## config.mk

```make
export PLATFORM = sky130hd
export DESIGN_NAME = dma_block_and_linked_list_engine
export DESIGN_NICKNAME = d
export VERILOG_FILES = /design/src/rtl/dll_pkg.sv /design/src/rtl/dll_step.sv /design/src/rtl/dma_block_and_linked_list_engine.sv
export SDC_FILE = /design/constraint.sdc
export NUM_CORES = 1
export LEC_CHECK = 0
export BUFFER_PORTS_ARGS = -buffer_cell sky130_fd_sc_hd__buf_2
export CORE_MARGIN = 5
export CORE_UTILIZATION = 53
export DETAILED_ROUTE_END_ITERATION = 10
export GPL_TIMING_DRIVEN = 0
export PLACE_DENSITY = 0.77
export SYNTH_ARGS = -nofsm -noshare
export SYNTH_HDL_FRONTEND = slang
export SYNTH_SLANG_ARGS = --single-unit
```

## constraint.sdc

```tcl
create_clock -name clk -period 4.76 [get_ports clk]
set_input_delay 0.952 -clock clk [delete_from_list [all_inputs] [get_ports clk]]
set_output_delay 0.952 -clock clk [all_outputs]
set_load 0.03 [all_outputs]
```

## src/rtl/dll_pkg.sv

```systemverilog
// shared types and constants for the dma block and linked-list sequencer
package dll_pkg;

  localparam logic OP_START = 1'b0;
  localparam logic OP_CONT  = 1'b1;

  localparam logic [2:0] CH_GPU = 3'd2;
  localparam logic [2:0] CH_OTC = 3'd6;

  localparam logic [31:0] ALIGN_MASK = 32'h001f_fffc;
  localparam logic [31:0] LAST_ENTRY = 32'h00ff_ffff;

  typedef enum logic [1:0] {
    RAM_NONE  = 2'd0,
    RAM_READ  = 2'd1,
    RAM_WRITE = 2'd2
  } ram_op_t;

  // transfer kind, one-hot
  typedef enum logic [3:0] {
    MODE_NONE  = 4'b0001,
    MODE_CLEAR = 4'b0010,
    MODE_BLOCK = 4'b0100,
    MODE_LIST  = 4'b1000
  } mode_t;

  typedef struct packed {
    logic        opcode;
    logic [2:0]  channel;
    logic [23:0] base_address;
    logic [19:0] word_count;
    logic        step_backward;
    logic        to_ram;
    logic        list_mode;
    logic [31:0] read_data;
  } req_t;

  typedef struct packed {
    ram_op_t     ram_op;
    logic [20:0] ram_address;
    logic [31:0] ram_write_data;
    logic        gpu_valid;
    logic [31:0] gpu_data;
    logic        done_res;
    logic        error;
  } res_t;

  // sequencer state; addresses kept as word indexes
  typedef struct packed {
    mode_t       mode;
    logic [18:0] cur_word;
    logic [19:0] words_left;
    logic        going_down;
    logic        in_payload;
    logic [7:0]  payload_left;
    logic [18:0] link_word;
    logic        end_flag;
  } state_t;

  localparam state_t STATE_RESET = '{
    mode:         MODE_NONE,
    cur_word:     19'd0,
    words_left:   20'd0,
    going_down:   1'b0,
    in_payload:   1'b0,
    payload_left: 8'd0,
    link_word:    19'd0,
    end_flag:     1'b0
  };

endpackage

```

## src/rtl/dll_step.sv

```systemverilog
// next-state and result logic for one request
module dll_step #(
  parameter int unsigned RAM_BYTES = 2097152
) (
  input  dll_pkg::req_t   req,
  input  dll_pkg::state_t st,
  output dll_pkg::state_t st_nxt,
  output dll_pkg::res_t   res
);
  import dll_pkg::*;

  localparam int unsigned RAM_LIM   = RAM_BYTES - 1;
  localparam int unsigned MAX_WORDS = RAM_BYTES / 4;
  localparam logic [20:0] ADDR_MASK = 21'(RAM_LIM & ALIGN_MASK);
  localparam logic [31:0] WRAP_MASK = 32'(RAM_LIM);
  localparam logic [19:0] WORD_CAP  =
    (MAX_WORDS > 32'h000f_ffff) ? 20'hf_ffff : 20'(MAX_WORDS);

  function automatic logic [20:0] byte_addr(input logic [18:0] w);
    return {w, 2'b00} & ADDR_MASK;
  endfunction

  mode_t       new_mode;
  logic [19:0] cnt_sat;
  state_t      fresh;
  state_t      src;
  logic [18:0] step_word;
  logic [18:0] seq_word;
  logic [31:0] cur_byte;
  logic [31:0] clr_val;
  logic [19:0] clr_left;
  logic [7:0]  hdr_cnt;
  logic [7:0]  pay_left;

  always_comb begin
    priority if (req.list_mode) begin
      new_mode = (req.channel == CH_GPU && !req.to_ram) ? MODE_LIST : MODE_NONE;
    end else if (req.to_ram) begin
      new_mode = (req.channel == CH_OTC) ? MODE_CLEAR : MODE_NONE;
    end else begin
      new_mode = (req.channel == CH_GPU) ? MODE_BLOCK : MODE_NONE;
    end
  end

  assign cnt_sat = (req.word_count > WORD_CAP) ? WORD_CAP : req.word_count;

  always_comb begin
    fresh              = st;
    fresh.mode         = new_mode;
    fresh.cur_word     = req.base_address[20:2];
    fresh.going_down   = req.step_backward;
    fresh.words_left   = cnt_sat;
    fresh.in_payload   = 1'b0;
    fresh.payload_left = 8'd0;
    fresh.link_word    = 19'd0;
    fresh.end_flag     = 1'b0;
  end

  assign src       = (req.opcode == OP_START) ? fresh : st;
  assign step_word = src.going_down ? src.cur_word - 19'd1 : src.cur_word + 19'd1;
  assign seq_word  = st.cur_word + 19'd1;
  assign cur_byte  = {11'd0, src.cur_word, 2'b00};
  assign clr_val   = (src.words_left == 20'd1) ? LAST_ENTRY
                   : ((cur_byte - 32'd4) & WRAP_MASK);
  assign clr_left  = src.words_left - 20'd1;
  assign hdr_cnt   = req.read_data[31:24];
  assign pay_left  = st.payload_left - 8'd1;

  always_comb begin
    st_nxt = st;
    res    = '0;
    res.ram_op = RAM_NONE;
    if (req.opcode == OP_START) begin
      st_nxt = fresh;
      priority if (new_mode == MODE_NONE) begin
        st_nxt      = st;
        st_nxt.mode = MODE_NONE;
        res.error   = 1'b1;
      end else if (new_mode == MODE_LIST) begin
        res.ram_op      = RAM_READ;
        res.ram_address = byte_addr(fresh.cur_word);
      end else if (cnt_sat == 20'd0) begin
        st_nxt.mode  = MODE_NONE;
        res.done_res = 1'b1;
      end else if (new_mode == MODE_CLEAR) begin
        res.ram_op         = RAM_WRITE;
        res.ram_address    = byte_addr(src.cur_word);
        res.ram_write_data = clr_val;
        st_nxt.cur_word    = step_word;
        st_nxt.words_left  = clr_left;
        if (clr_left == 20'd0) begin
          st_nxt.mode  = MODE_NONE;
          res.done_res = 1'b1;
        end
      end else begin
        res.ram_op      = RAM_READ;
        res.ram_address = byte_addr(fresh.cur_word);
      end
    end else begin
      unique case (st.mode)
        MODE_NONE: begin
        end
        MODE_CLEAR: begin
          res.ram_op         = RAM_WRITE;
          res.ram_address    = byte_addr(src.cur_word);
          res.ram_write_data = clr_val;
          st_nxt.cur_word    = step_word;
          st_nxt.words_left  = clr_left;
          if (clr_left == 20'd0) begin
            st_nxt.mode  = MODE_NONE;
            res.done_res = 1'b1;
          end
        end
        MODE_BLOCK: begin
          res.gpu_valid     = 1'b1;
          res.gpu_data      = req.read_data;
          st_nxt.cur_word   = step_word;
          st_nxt.words_left = clr_left;
          if (clr_left == 20'd0) begin
            st_nxt.mode  = MODE_NONE;
            res.done_res = 1'b1;
          end else begin
            res.ram_op      = RAM_READ;
            res.ram_address = byte_addr(step_word);
          end
        end
        MODE_LIST: begin
          if (!st.in_payload) begin
            // header word
            st_nxt.link_word    = req.read_data[20:2];
            st_nxt.end_flag     = req.read_data[23];
            st_nxt.payload_left = hdr_cnt;
            if (hdr_cnt != 8'd0) begin
              st_nxt.in_payload = 1'b1;
              st_nxt.cur_word   = seq_word;
              res.ram_op        = RAM_READ;
              res.ram_address   = byte_addr(seq_word);
            end else if (req.read_data[23]) begin
              st_nxt.mode  = MODE_NONE;
              res.done_res = 1'b1;
            end else begin
              st_nxt.cur_word = req.read_data[20:2];
              res.ram_op      = RAM_READ;
              res.ram_address = byte_addr(req.read_data[20:2]);
            end
          end else begin
            // payload word
            res.gpu_valid       = 1'b1;
            res.gpu_data        = req.read_data;
            st_nxt.payload_left = pay_left;
            if (pay_left != 8'd0) begin
              st_nxt.cur_word = seq_word;
              res.ram_op      = RAM_READ;
              res.ram_address = byte_addr(seq_word);
            end else begin
              st_nxt.in_payload = 1'b0;
              if (st.end_flag) begin
                st_nxt.mode  = MODE_NONE;
                res.done_res = 1'b1;
              end else begin
                st_nxt.cur_word = st.link_word;
                res.ram_op      = RAM_READ;
                res.ram_address = byte_addr(st.link_word);
              end
            end
          end
        end
        default: begin
          st_nxt.mode = MODE_NONE;
        end
      endcase
    end
  end

endmodule

```

## src/rtl/dma_block_and_linked_list_engine.sv

```systemverilog
// top level of the dma block and linked-list sequencer
//
//  channel | direction | ports                        | handshake
//  --------+-----------+------------------------------+----------------------
//  in      | to block  | in_opcode .. in_read_data    | in_valid / in_stall
//  out     | from block| out_ram_op .. out_error      | out_valid / out_stall
//
// one request per cycle sustained while out_stall stays low; every request gives exactly one result
// a request passes through the request register, then the step logic, then the result register
// the sequencer state advances as a request moves from the request register
// into the result register, so back-to-back requests see each other's effects
// reset (rst_n low, synchronous) empties both registers and idles the sequencer
// a stalled result holds; the request register fills behind it, then in_stall rises
module dma_block_and_linked_list_engine #(
  parameter int unsigned RAM_BYTES = 2097152
) (
  input  logic        clk,
  input  logic        rst_n,

  input  logic        in_valid,
  output logic        in_stall,
  input  logic        in_opcode,
  input  logic [2:0]  in_channel,
  input  logic [23:0] in_base_address,
  input  logic [19:0] in_word_count,
  input  logic        in_step_backward,
  input  logic        in_to_ram,
  input  logic        in_list_mode,
  input  logic [31:0] in_read_data,

  output logic        out_valid,
  input  logic        out_stall,
  output logic [1:0]  out_ram_op,
  output logic [20:0] out_ram_address,
  output logic [31:0] out_ram_write_data,
  output logic        out_gpu_valid,
  output logic [31:0] out_gpu_data,
  output logic        out_done_res,
  output logic        out_error
);
  import dll_pkg::*;

  // request register
  logic   req_vld_r;
  logic   req_vld_nxt;
  req_t   req_r;

  // result register
  logic   res_vld_r;
  logic   res_vld_nxt;
  res_t   res_r;

  // sequencer state
  state_t st_r;
  state_t st_nxt;
  res_t   res_nxt;

  logic   res_free;   // result register can take a new value
  logic   fire;       // request moves into the result register
  logic   in_take;

  assign res_free = !res_vld_r || !out_stall;
  assign fire     = req_vld_r && res_free;
  assign in_stall = req_vld_r && !res_free;
  assign in_take  = in_valid && !in_stall;

  always_comb begin
    priority if (in_take) begin
      req_vld_nxt = 1'b1;
    end else if (fire) begin
      req_vld_nxt = 1'b0;
    end else begin
      req_vld_nxt = req_vld_r;
    end
  end

  always_comb begin
    priority if (fire) begin
      res_vld_nxt = 1'b1;
    end else if (res_free) begin
      res_vld_nxt = 1'b0;
    end else begin
      res_vld_nxt = res_vld_r;
    end
  end

  dll_step #(
    .RAM_BYTES (RAM_BYTES)
  ) u_step (
    .req    (req_r),
    .st     (st_r),
    .st_nxt (st_nxt),
    .res    (res_nxt)
  );

  // control state
  always_ff @(posedge clk) begin
    if (!rst_n) begin
      req_vld_r <= 1'b0;
      res_vld_r <= 1'b0;
      st_r      <= STATE_RESET;
    end else begin
      req_vld_r <= req_vld_nxt;
      res_vld_r <= res_vld_nxt;
      if (fire) begin
        st_r <= st_nxt;
      end
    end
  end

  // payload registers
  always_ff @(posedge clk) begin
    if (in_take) begin
      req_r.opcode        <= in_opcode;
      req_r.channel       <= in_channel;
      req_r.base_address  <= in_base_address;
      req_r.word_count    <= in_word_count;
      req_r.step_backward <= in_step_backward;
      req_r.to_ram        <= in_to_ram;
      req_r.list_mode     <= in_list_mode;
      req_r.read_data     <= in_read_data;
    end
    if (fire) begin
      res_r <= res_nxt;
    end
  end

  assign out_valid          = res_vld_r;
  assign out_ram_op         = res_r.ram_op;
  assign out_ram_address    = res_r.ram_address;
  assign out_ram_write_data = res_r.ram_write_data;
  assign out_gpu_valid      = res_r.gpu_valid;
  assign out_gpu_data       = res_r.gpu_data;
  assign out_done_res       = res_r.done_res;
  assign out_error          = res_r.error;

endmodule

```

**Word-level counts from Yosys, hierarchy flattened**

Index checks and enable logic that the tools add are counted.

- Bits in writable memories: 0
- Memory bits (read-only): 0
- Bits in latches: 0
- Register bits after elaboration: 245
- Memories kept: 0

- $lt $le $gt $ge: 1
- Mux-type cells: 70
- Reductions and logical operators: 23
- Divide/modulo/power cells: 0
- Add/subtract/negate cells: 6
- Bitwise logic cells: 2
- Multiply operators: 0
- Shifts and indexed selects: 0
- Eq/ne operators: 23

Operator list:

| operator | number |
|---|---|
| two-way mux 43 bit | 4 |
| two-way mux 55 bit | 3 |
| two-way mux 23 bit | 6 |
| two-way mux 32 bit | 3 |
| two-way mux 19 bit | 5 |
| two-way mux 29 bit | 3 |
| two-way mux 69 bit | 1 |
| one-hot mux 23 bit (3 select lines) | 1 |
| two-way mux 22 bit | 3 |
| one-hot mux 33 bit (2 select lines) | 1 |
| two-way mux 20 bit | 3 |
| logical NOT 20 bit | 2 |
| two-way mux 4 bit | 10 |
| two-way mux 39 bit | 1 |
| adder 19 x 1 -> 19 bit (second input constant) | 2 |
| one-hot mux 19 bit (2 select lines) | 1 |
| two-way mux 33 bit | 1 |
| two-way mux 24 bit | 1 |
| subtractor 21 x 3 -> 21 bit (second input constant) | 1 |
| equality test 20 x 1 -> 1 bit (second input constant) | 1 |
| greater-than comparator 20 bit (second input constant) | 1 |
| subtractor 20 x 1 -> 20 bit (second input constant) | 1 |
| subtractor 19 x 1 -> 19 bit (second input constant) | 1 |
| two-way mux 1 bit | 18 |
| 28 further kinds | 51 |

**Longest topological paths before layout**

- Depth in word-level cells: 11
- Depth in mapped cells: 18
- Depth with buffers taken out: 11

**Modules after synthesis**

From an unflattened synthesis, not the netlist that was laid out.

- Cells, all modules: 1805
- Area total of the unflattened synthesis: 15961.6 sq um

Modules (own cells, without submodules):

| module | instances | area each (sq um) | seq. area each (sq um) | cells each |
|---|---|---|---|---|
| dma_block_and_linked_list_engine | 1 | 8239.2 | 6696.4 | 497 |
| dll_step | 1 | 7722.4 | 0.0 | 1308 |

**Worst setup path before layout**

OpenSTA, ideal clock, no wires.

- Kind: input port to flip-flop
- From: input out_stall
- To: register req_r[0] (netlist name), enable pin
- Cell stages on the path: 2
- Data arrival time: 4.731 ns
- Library setup time: 0.522 ns
- Path slack: -0.494 ns
- Path through: and3_1 > nor2b_1

- Word-level cells in the longest chain between the ends: 6

Ends and longest elaborated chain:

| what | line | text |
|---|---|---|
| start, declared | dma_block_and_linked_list_engine.sv:32 | `input logic out_stall,` |
| logical NOT 1 bit | dma_block_and_linked_list_engine.sv:62 | `assign res_free = !res_vld_r \|\| !out_stall;` |
| logical OR 1 bit | dma_block_and_linked_list_engine.sv:62 |  |
| logical NOT 1 bit | dma_block_and_linked_list_engine.sv:64 | `assign in_stall = req_vld_r && !res_free;` |
| logical AND 1 bit | dma_block_and_linked_list_engine.sv:64 |  |
| logical NOT 1 bit | dma_block_and_linked_list_engine.sv:65 | `assign in_take = in_valid && !in_stall;` |
| logical AND 1 bit | dma_block_and_linked_list_engine.sv:65 |  |
| via in_take | dma_block_and_linked_list_engine.sv:60 | `logic in_take;` |
| end, declared | dma_block_and_linked_list_engine.sv:46 | `req_t req_r;` |

The timed path passes the listed nets, and every way through them passes these cells.
A chain may end at the register's enable or synchronous reset.

==> metrics.cfg <==
[cts]
clk_latency_ns=0.55
clk_pin_slew_ns=0.06
clockRootBuffer=clkbuf_16
clk_path_buf_depth=3
cts_sinks=229
cts_tree=built
htree_levels=1
cts_buffers=26

[logic_synthesis]
synthXorXnorAreaFrac_pct=4.729
yosys_warnings=0
ys.flop_type=edfxtp_1
synth_top_area_share_pct=35.17
post_synth.cell_area_avg_um2=9.508
synth_edf_count=154
synth_compound_area_share_pct=21.12
synth_cell_types=93
synth_top_family_by_area=compound AO/OA/AOI/OAI gates
synthSimpleGateAreaFrac_pct=19.32
synth_area_mm2=0.01315
ys_seq_area_share_pct=46.58
synthCells=1383
synth_top_area_cell=edfxtp_1
ys_seq_elements=229
synth.most_common_cell=edfxtp_1
synthAdderAreaFrac_pct=0.7612
synth_mux_area_share_pct=2.816
ys_top_cells_by_count=edfxtp_1 (154), nor2_1 (151), a21oi_1 (102)
async_flop_share_pct=0
synth_area_leaders=edfxtp_1 (35%), dfxtp_1 (11%), nor2_1 (4.3%)

[critical_path]
rr_endpoint=out_ram_address[9]
cp_top_family=simple AND/OR/NAND/NOR gates
reg2reg_slack_ns=0.11
worst-path-buf-inv=6
cp.arrival_ns=4.89
rr_startpoint=req_r[82]
path_cells=buf_4, buf_8, buf_6, buf_8, clkbuf_4, a21oi_2, ha_2, and3_1, nand4_4, or3_1, a2111oi_2, nand4_1, buf_4, o211ai_1, nand3_1
slowest_delay_ns=0.46
crit_required_ns=5.00
r2r_cells=15
crit_type=flop to flop
cp_slowest_cell=edfxtp_1
critical_path.max_fanout=28
worst_setup_path_end_kind=flop
worst_setup_path_start_kind=flop

[drt]
num_vias=12550
vias_per_cell=6.506
wl_per_cell_um=23.82
antenna_left=0
drt-total-wl_um=45950
first_pass_iters=6
drtIter0Drc=1511
drc=0

[place]
port_buffers=163
gp_congestion=1.008
dp_hpwl_um=34270

[global_routing]
grt_pass1_vias=11900
grt_usage_pct=31.31
grt_pass1_wl_um=69440
grt_overflow=0
antenna_found_initial=0
grt_max_degree=56

[timing]
hold_viol=0
finalSetupTns_ns=0
finalCritPeriodShare_pct=97.77
worst_pin_slew_ns=1.368
rsz0062_at_grt=false
max_freq_mhz=214.9
fin_worst_skew_ns=0.03269
min_period_ns=4.654
setup_viol=0
slew_headroom_pct=7.525
maxSlewViolCount=0
fin_hold_ws_ns=0.4906

[power]
ir_drop_v=0.0003028
powerDensity_mw_per_mm2=313.9
p_leak_nw=5.541

[hold_path]
whs_path_depth=2
hp-start=st_r[26]
min_to=st_r[26]
hold_class=flop to flop

[final_layout]
drive_above_1_share_pct=18.50
nFillCells=2136
area_growth_pct=17.04
nNetsFinal=1680
diodes=0

[die]
placement_rows=57
io-pin-count=179
core-area_mm2=0.02439
die_height_um=167.5
die_w_um=167.5
dieArea_mm2=0.02806
start_util_pct=53.91

[job]
max_cap_viol_count=0

[run_status]
status=complete, no violations

[worst reg2reg max path, cell delays in order (launching register included)]
cell       delay (ns)
edfxtp_1         0.46
buf_4            0.23
buf_8            0.18
buf_6            0.21
buf_8            0.23
clkbuf_4         0.28
a21oi_2          0.24
ha_2             0.28
and3_1           0.27
nand4_4          0.21
or3_1            0.45
a2111oi_2        0.37
nand4_1          0.27
buf_4            0.22
o211ai_1         0.27
nand3_1          0.19
[report_power, final]
part / internal (mW) / leakage [nW] / total [mW] / switching, mW
sequential: 2.20 / 2.08 / 2.26 / 0.0568
combinational: 0.180 / 3.05 / 0.559 / 0.378
clock: 1.22 / 0.419 / 2.02 / 0.799
[cell type report]
| cell class | instances | area, um2 | share of cell area (%) |
|---|---|---|---|
| Buffer | 101 | 528.0 | 3.431 |
| Clock buffer | 39 | 762.0 | 4.951 |
| Clock inverter | 9 | 110.1 | 0.7154 |
| Inverter | 22 | 85.08 | 0.5528 |
| Multi-Input combinational cell | 1037 | 6476 | 42.08 |
| Sequential cell | 229 | 6126 | 39.80 |
| Tap cell | 324 | 405.4 | 2.634 |
| Timing Repair Buffer | 168 | 898.4 | 5.837 |
[cell usage in the layout, fill, tap and decap left out, types with 19 or more instances in the layout]
cell type  count
a21oi_1      101
a22oi_1       37
a31oi_1       23
and2_1        43
buf_2        174
buf_4         19
clkbuf_1      71
clkbuf_16     28
dfxtp_1       75
edfxtp_1     154
inv_1         19
mux2i_1       20
nand2_1       99
nand3_1       34
nor2_1       151
nor3_1        29
o21ai_0       95
xnor2_1       49
xor2_1        22
[routing by layer]
metal | track usage [%] | vias up | routed length [um]
met3 | 5.304 | 169 | 4021
met1 | 40.54 | 6010 | 17850
met2 | 51.94 | 776 | 21720
met5 | 0 | - | 0
li1 | - | 5596 | -
met4 | 13.69 | 0 | 2365
[metrics by stage]
step	cells	setup WS (ns)	area, um2	total power, mW	util [%]
floorplan	1392	0.4133	13190	2.642	-
global placement	1879	-1.478	14410	2.835	59.07
detailed placement	1882	-1.405	14490	2.840	59.40
global route	1929	0.05136	15390	4.984	63.10
finish	1929	0.1062	15390	4.831	63.10
CTS	1929	0.2574	15390	4.844	63.10
[flip-flops by register name, summed over array words and instances, names as in the netlist]
signal and flops:
out_valid 1, out_ram_write_data 20, out_gpu_valid 1, out_error 1
st_r 73, out_gpu_data 32, out_ram_op 2, out_ram_address 19
req_vld_r 1, req_r 78, out_done_res 1
[cells by family after synthesis]
logic type	after synthesis
multiplexers	34
buffers and inverters	126
XOR/XNOR	71
flip-flops	229
adder cells (fa/ha/maj)	8
AND/OR/NAND/NOR	490
AO/OA/AOI/OAI	424
other	1
[timing repair]
| action | CTS | global route |
|---|---|---|
| setup endpoints to repair | 38 | 0 |
| buffers inserted | 2 | 0 |
| hold buffers | 0 | 0 |
| gates resized for setup | 8 | 0 |
[how the worst max path moves through the flow]
| stage | startpoint | end | slack [ns] | depth (start not counted) |
|---|---|---|---|---|
| 2_1_floorplan | req_r[82] | out_ram_op[0] | 0.41 | 18 |
| 3_3_place_gp | out_stall | st_r[65] | -1.48 | 8 |
| 3_5_place_dp | req_r[82] | out_ram_address[2] | -1.40 | 18 |
| 4_1_cts | req_r[82] | out_ram_address[19] | 0.26 | 15 |
| 5_1_grt | req_r[82] | out_ram_address[9] | 0.05 | 15 |
| 6_report | req_r[82] | out_ram_address[9] | 0.11 | 15 |
Note: power is estimated with default switching activity, not from simulation.
